### config.mk
export PLATFORM = sky130hd
export DESIGN_NAME = aesenc_round
export DESIGN_NICKNAME = d
export VERILOG_FILES = /design/src/design/aesenc_pkg.sv /design/src/design/aesenc_round.sv
export SDC_FILE = /design/constraint.sdc
export NUM_CORES = 2
export LEC_CHECK = 0
export BUFFER_PORTS_ARGS = -buffer_cell sky130_fd_sc_hd__buf_2
export CAP_MARGIN = 20
export CELL_PAD_IN_SITES_DETAIL_PLACEMENT = 0
export CELL_PAD_IN_SITES_GLOBAL_PLACEMENT = 1
export CORE_ASPECT_RATIO = 1.25
export CORE_UTILIZATION = 34
export DETAILED_ROUTE_END_ITERATION = 10
export GPL_ROUTABILITY_DRIVEN = 0
export PLACE_DENSITY_LB_ADDON = 0.1
export REMOVE_ABC_BUFFERS = 1
export SETUP_SLACK_MARGIN = 0.05
export SYNTH_ARGS = -nofsm -noshare
export SYNTH_HDL_FRONTEND = slang
export SYNTH_SLANG_ARGS = --single-unit
### constraint.sdc
create_clock -name vclk -period 9.05
set_clock_uncertainty 0.15 [all_clocks]
set_input_delay 0.4525 -clock vclk [all_inputs]
set_output_delay 0.4525 -clock vclk [all_outputs]
set_load 0.03 [all_outputs]
### src/design/aesenc_pkg.sv
// ----------------------------------------------------------------------------
// aesenc_pkg
// Shared types, constants and GF(2^8) helpers for the AES-128 encrypt block.
// ----------------------------------------------------------------------------
package aesenc_pkg;

  localparam int NUM_ROUNDS = 10;
  localparam int RND_W      = 4;
  localparam int CFG_IDX_W  = 1;
  localparam int CFG_DATA_W = 64;

  localparam logic [CFG_IDX_W-1:0] CFG_KEY_UPPER = 1'b0;
  localparam logic [CFG_IDX_W-1:0] CFG_KEY_LOWER = 1'b1;

  localparam logic [7:0] RCON_FIRST = 8'h01;

  typedef struct packed {
    logic [63:0] block_high;
    logic [63:0] block_low;
  } in_item_t;

  typedef struct packed {
    logic [63:0] cipher_high;
    logic [63:0] cipher_low;
  } out_item_t;

  localparam logic [7:0] SBOX [256] = '{
    8'h63, 8'h7c, 8'h77, 8'h7b, 8'hf2, 8'h6b, 8'h6f, 8'hc5,
    8'h30, 8'h01, 8'h67, 8'h2b, 8'hfe, 8'hd7, 8'hab, 8'h76,
    8'hca, 8'h82, 8'hc9, 8'h7d, 8'hfa, 8'h59, 8'h47, 8'hf0,
    8'had, 8'hd4, 8'ha2, 8'haf, 8'h9c, 8'ha4, 8'h72, 8'hc0,
    8'hb7, 8'hfd, 8'h93, 8'h26, 8'h36, 8'h3f, 8'hf7, 8'hcc,
    8'h34, 8'ha5, 8'he5, 8'hf1, 8'h71, 8'hd8, 8'h31, 8'h15,
    8'h04, 8'hc7, 8'h23, 8'hc3, 8'h18, 8'h96, 8'h05, 8'h9a,
    8'h07, 8'h12, 8'h80, 8'he2, 8'heb, 8'h27, 8'hb2, 8'h75,
    8'h09, 8'h83, 8'h2c, 8'h1a, 8'h1b, 8'h6e, 8'h5a, 8'ha0,
    8'h52, 8'h3b, 8'hd6, 8'hb3, 8'h29, 8'he3, 8'h2f, 8'h84,
    8'h53, 8'hd1, 8'h00, 8'hed, 8'h20, 8'hfc, 8'hb1, 8'h5b,
    8'h6a, 8'hcb, 8'hbe, 8'h39, 8'h4a, 8'h4c, 8'h58, 8'hcf,
    8'hd0, 8'hef, 8'haa, 8'hfb, 8'h43, 8'h4d, 8'h33, 8'h85,
    8'h45, 8'hf9, 8'h02, 8'h7f, 8'h50, 8'h3c, 8'h9f, 8'ha8,
    8'h51, 8'ha3, 8'h40, 8'h8f, 8'h92, 8'h9d, 8'h38, 8'hf5,
    8'hbc, 8'hb6, 8'hda, 8'h21, 8'h10, 8'hff, 8'hf3, 8'hd2,
    8'hcd, 8'h0c, 8'h13, 8'hec, 8'h5f, 8'h97, 8'h44, 8'h17,
    8'hc4, 8'ha7, 8'h7e, 8'h3d, 8'h64, 8'h5d, 8'h19, 8'h73,
    8'h60, 8'h81, 8'h4f, 8'hdc, 8'h22, 8'h2a, 8'h90, 8'h88,
    8'h46, 8'hee, 8'hb8, 8'h14, 8'hde, 8'h5e, 8'h0b, 8'hdb,
    8'he0, 8'h32, 8'h3a, 8'h0a, 8'h49, 8'h06, 8'h24, 8'h5c,
    8'hc2, 8'hd3, 8'hac, 8'h62, 8'h91, 8'h95, 8'he4, 8'h79,
    8'he7, 8'hc8, 8'h37, 8'h6d, 8'h8d, 8'hd5, 8'h4e, 8'ha9,
    8'h6c, 8'h56, 8'hf4, 8'hea, 8'h65, 8'h7a, 8'hae, 8'h08,
    8'hba, 8'h78, 8'h25, 8'h2e, 8'h1c, 8'ha6, 8'hb4, 8'hc6,
    8'he8, 8'hdd, 8'h74, 8'h1f, 8'h4b, 8'hbd, 8'h8b, 8'h8a,
    8'h70, 8'h3e, 8'hb5, 8'h66, 8'h48, 8'h03, 8'hf6, 8'h0e,
    8'h61, 8'h35, 8'h57, 8'hb9, 8'h86, 8'hc1, 8'h1d, 8'h9e,
    8'he1, 8'hf8, 8'h98, 8'h11, 8'h69, 8'hd9, 8'h8e, 8'h94,
    8'h9b, 8'h1e, 8'h87, 8'he9, 8'hce, 8'h55, 8'h28, 8'hdf,
    8'h8c, 8'ha1, 8'h89, 8'h0d, 8'hbf, 8'he6, 8'h42, 8'h68,
    8'h41, 8'h99, 8'h2d, 8'h0f, 8'hb0, 8'h54, 8'hbb, 8'h16
  };

  function automatic logic [7:0] xtime(input logic [7:0] a);
    xtime = {a[6:0], 1'b0} ^ (a[7] ? 8'h1b : 8'h00);
  endfunction

  function automatic logic [31:0] sub_word(input logic [31:0] w);
    sub_word = {SBOX[w[31:24]], SBOX[w[23:16]], SBOX[w[15:8]], SBOX[w[7:0]]};
  endfunction

endpackage

### src/design/aesenc_round.sv
// ----------------------------------------------------------------------------
// aesenc_round
// Shared round unit: SubBytes, ShiftRows, optional MixColumns, AddRoundKey.
// ----------------------------------------------------------------------------
module aesenc_round
  import aesenc_pkg::*;
(
  input  logic [127:0] state_in,
  input  logic [127:0] rk,
  input  logic         last,
  output logic [127:0] state_out
);

  logic [7:0] sb [16];
  logic [7:0] sr [16];
  logic [7:0] mc [16];
  logic [7:0] a0, a1, a2, a3, d0, d1, d2, d3;

  always_comb begin
    for (int i = 0; i < 16; i++) begin
      sb[i] = SBOX[state_in[127-8*i -: 8]];
    end
    for (int c = 0; c < 4; c++) begin
      for (int r = 0; r < 4; r++) begin
        sr[4*c+r] = sb[4*((c+r)%4)+r];
      end
    end
    for (int c = 0; c < 4; c++) begin
      a0 = sr[4*c];
      a1 = sr[4*c+1];
      a2 = sr[4*c+2];
      a3 = sr[4*c+3];
      d0 = xtime(a0);
      d1 = xtime(a1);
      d2 = xtime(a2);
      d3 = xtime(a3);
      mc[4*c]   = last ? a0 : (d0 ^ d1 ^ a1 ^ a2 ^ a3);
      mc[4*c+1] = last ? a1 : (a0 ^ d1 ^ d2 ^ a2 ^ a3);
      mc[4*c+2] = last ? a2 : (a0 ^ a1 ^ d2 ^ d3 ^ a3);
      mc[4*c+3] = last ? a3 : (d0 ^ a0 ^ a1 ^ a2 ^ d3);
    end
    for (int i = 0; i < 16; i++) begin
      state_out[127-8*i -: 8] = mc[i] ^ rk[127-8*i -: 8];
    end
  end

endmodule

* Word level (Yosys, flattened, before mapping)
Memories as Yosys holds them, arrays and structs flattened.
Index checks and enable logic that the tools add are counted.
** Word-level totals
- Memories kept :: 16
- Memory bits (read-only) :: 32768
- Flip-flop bits (word level) :: 0
- Bits of input ports :: 257
- Output and inout port bits :: 128
** Memories
- (name not given) :: depth 256, width 8, rd ports 1, clocked after memory_dff 0, write ports 0, line aesenc_round.sv:21 : sb[i] = SBOX[state_in[127-8*i -: 8]];
- (name not given) :: depth 256, width 8, rd ports 1, clocked after memory_dff 0, write ports 0, line aesenc_round.sv:21
- (name not given) :: depth 256, width 8, rd ports 1, clocked after memory_dff 0, write ports 0, line aesenc_round.sv:21
- (name not given) :: depth 256, width 8, rd ports 1, clocked after memory_dff 0, write ports 0, line aesenc_round.sv:21
- (name not given) :: depth 256, width 8, rd ports 1, clocked after memory_dff 0, write ports 0, line aesenc_round.sv:21
- (name not given) :: depth 256, width 8, rd ports 1, clocked after memory_dff 0, write ports 0, line aesenc_round.sv:21
- +10 memories
** Cells by class
- Bitwise logic cells :: 112
- Magnitude comparators :: 16
- Multiplexer cells :: 64
** Operators with widths (count)
- $xor 8x8->8 :: 80
- $mux 8 :: 48
- $ge 9x9->1 const B :: 16
- $not 8->9 :: 16
- $xor 8x5->8 :: 16
- $mux 5 :: 16

* Longest topological paths before layout
- Word-level depth :: 12
- Gate-level depth with buffers :: 18
- Gate-level depth less buffers :: 15

* Worst setup path before layout
No wires, ideal clock.
- Path kind :: input to output
- Start :: input state_in[9]
- End :: output state_out[89]
- Required time :: 8.448 ns
- Arrival time :: 4.554 ns
- Slack :: 3.894 ns
- Stages :: 16
- Path through :: buf_2 buf_1 clkbuf_1 inv_1 ha_1 clkbuf_1 mux4_2 a22o_1 mux4_2 a22oi_2 xnor2_1 xnor2_1 xnor2_1 xnor2_1 o21ai_1 xnor2_1
** Between the ends
- Cells in the longest elaborated chain, start to end :: 8
** RTL lines
- start: declaration :: line aesenc_round.sv:8 : input logic [127:0] state_in,
- $not 8->9 (implied by the code) :: line aesenc_round.sv:21
- $mem_v2 256x8
- $mux 8 (implied by the code) (2 in series) :: line aesenc_round.sv:21
- $xor 8x8->8 (2 in series) :: line aesenc_round.sv:37 : mc[4*c] = last ? a0 : (d0 ^ d1 ^ a1 ^ a2 ^ a3);
- $mux 8 :: line aesenc_round.sv:37
- $xor 8x8->8 :: line aesenc_round.sv:43 : state_out[127-8*i -: 8] = mc[i] ^ rk[127-8*i -: 8];
- end: declaration :: line aesenc_round.sv:11 : output logic [127:0] state_out
No other way between the ends. The select of a mux whose other input is x is not followed.

* Final worst setup path
- Start :: input state_in[73]
- End :: output state_out[11]
** Between the ends
- Cells in the longest elaborated chain, start to end :: 11
** RTL lines
- $not 8->9 (implied by the code) (*) :: line aesenc_round.sv:21
- $mem_v2 256x8 (*)
- $mux 8 (implied by the code) (*) (2 in series) :: line aesenc_round.sv:21
- $mux 5 :: line aesenc_pkg.sv:63 : xtime = {a[6:0], 1'b0} ^ (a[7] ? 8'h1b : 8'h00);
- $xor 8x5->8 :: line aesenc_pkg.sv:63
- $xor 8x8->8 (3 in series) :: line aesenc_round.sv:39 : mc[4*c+2] = last ? a2 : (a0 ^ a1 ^ d2 ^ d3 ^ a3);
- $mux 8 (*) :: line aesenc_round.sv:39
- $xor 8x8->8 (*) :: line aesenc_round.sv:43
Mark *: on every way between the ends. The rest lies on a longest branch, timed or not. The select of a mux whose other input is x is not followed.

==> results.cfg <==
[outcome]
status = completed

[synthesis]
synth_cell_type_count = 117
ys_seq_area_frac = 0
synth_cells = 9513
yosysWarningCount = 0
yosys-top-cells-area = a21oi_1 (7.2%), o21ai_0 (7.1%), xnor2_1 (5.6%), nand2_1 (5.1%), ha_1 (4.8%)
yosys.area.top_type = a21oi_1
yosysTopAreaCellShare = 0.0721
syn-cell-area_um2 = 59700
syn_area_per_cell_um2 = 6.27

[routing]
drt_iter0_markers = 15822
wl_per_cell_um = 28.6
drc_errors = 0
dr.pass1.iters = 10
vias = 80794
ant_nets = 0
postRouteWirelength_um = 323000
post_drt_via_cell_ratio = 7.16

[global_routing]
antenna_found_initial = 28
grt_pass1_vias = 72016
grtUsageTotal = 0.338
grt_pass1_wl_um = 479000
grt.overflow.total = 0
grt_max_degree = 103

[power]
power.net_switching_w = 0.00414
p_comb_frac = 1.000
pwr-share-clk = 0
p_int_w = 0.00208
seqPwrFrac = 0
ir_worst_vdd_v = 0.000136
p_per_area_nw_per_um2 = 102
p_leak_nw = 21.0
switching_share = 0.666

[finish]
drive_gt1_frac = 0.0914
fin_area_um2 = 60700
layout-area-overhead-vs-synth_pct = 1.73
clkbuf_count = 0
regArea_um2 = 0
seq_cells = 0
nNetsFinal = 9426

[setup_path]
worstSetupPathType = primary input to primary output
crit_arrival_ns = 5.97
cp-end-kind = primary output
crit_start = state_in[73]
worstPathMaxFanout = 28
cp-start-kind = primary input
critPathRequiredTime_ns = 8.45

[job]
drv_cap = 0

[hold_path]
holdPathEnd = state_out[125]
hp-class = primary input to primary output
hold_path.startpoint = rk[125]
min_path_cells = 3

[cts]
cts.repair.resized = 0
postCtsHoldBufs = 0
cts_setup_buffers = 0

[timing]
fin_tns_setup_ns = 0
setup_slack_ns = 2.48
slew_headroom = 0.226
fin_crit_sh = 0.726
drv_slew = 0
finalSetupViolations = 0
worst_slew_pin_slew_ns = 1.16
hold_slack_ns = 1.06
min_period_ns = 6.57
hold_violations = 0
rsz0062_at_grt = no
max_freq_mhz = 152

[floorplan]
die_y_um = 470
die_area_um2 = 177000
ioPinCount = 385
std_cell_rows = 171
start_util = 0.343
chipWidth_um = 377
core_um2 = 174000

[placed_design]
post-place-ws_ns = 2.66
place_area_um2 = 60700
io_buffers = 385
dp_hpwl_um = 225000
## per-layer routing
layer / part of all wire / global-route usage / vias up
li1: - / - / 34848
met1: 0.38 / 0.445 / 37442
met2: 0.44 / 0.534 / 6954
met3: 0.12 / 0.0556 / 1520
met4: 0.063 / 0.155 / 30
met5: 0.00064 / 0 / -
## cell type report
| type | count | area, um2 |
|---|---|---|
| Fill cell | 19236 | 113000 |
| Multi-Input combinational cell | 8230 | 54000 |
| Timing Repair Buffer | 535 | 3110 |
| Tap cell | 2335 | 2920 |
| Inverter | 172 | 646 |
| Antenna cell | 12 | 30.0 |
## cells in the mapped netlist (173+ instances only)
master,count
a211oi_1,221
a21oi_1,860
a311oi_1,173
a31oi_1,243
buf_2,397
clkbuf_1,536
ha_1,230
nand2_1,812
nand2b_1,340
nand3_1,319
nor2_1,692
nor2b_1,267
nor3_1,355
o211ai_1,201
o21ai_0,850
xnor2_1,384
xor2_1,201
## power groups by stage
stage          clock network (W)  registers [W]  logic (W)
2_1_floorplan                  0              0    0.00389
3_3_place_gp                   0              0    0.00610
3_5_place_dp                   0              0    0.00603
4_1_cts                        0              0    0.00605
5_1_grt          0.0000000000594              0    0.00656
6_report          0.000000000178              0    0.00621
## cells in the final DEF, fill, tap and decap left out, types with 221 or more instances in the layout
master and n:
a21oi_1 860, nor2b_1 267, nand2_1 812, nor3_1 355, a211oi_1 221, a31oi_1 243
nand3_1 319, o21ai_0 850, xnor2_1 384, nand2b_1 340, buf_2 362, ha_1 230
nor2_1 692
## kinds of logic after synthesis
family / after synthesis / share of synthesized area
AO/OA/AOI/OAI: 3797 / 0.430
buffers and inverters: 1283 / 0.0953
XOR/XNOR: 597 / 0.0893
multiplexers: 241 / 0.0571
AND/OR/NAND/NOR: 3365 / 0.280
adder cells (fa/ha/maj): 230 / 0.0482
## worst max path at each step
stage                          end
global placement    state_out[113]
floorplan            state_out[14]
global route          state_out[1]
CTS                 state_out[113]
detailed placement  state_out[113]
finish               state_out[11]
## worst max-delay path, stage by stage
cell      delay [ns]
buf_2           0.49
inv_1           0.33
ha_1            0.53
nand2b_1        0.38
a21oi_1         0.20
a31oi_1         0.06
a221oi_1        0.83
a311oi_1        0.13
a221oi_1        0.91
xor2_1          0.17
xnor2_1         0.38
xnor2_1         0.10
o21ai_0         0.57
xor2_1          0.19
buf_2           0.21
## stage by stage
| stage | util | instances | total power [W] |
|---|---|---|---|
| 2_1_floorplan | - | 8402 | 0.00389 |
| 3_3_place_gp | 0.349 | 11268 | 0.00610 |
| 3_5_place_dp | 0.349 | 11269 | 0.00603 |
| 4_1_cts | 0.349 | 11269 | 0.00605 |
| 5_1_grt | 0.349 | 11276 | 0.00656 |
| 6_report | 0.349 | 11284 | 0.00621 |
No activity file was read; power rests on OpenSTA's default activity.
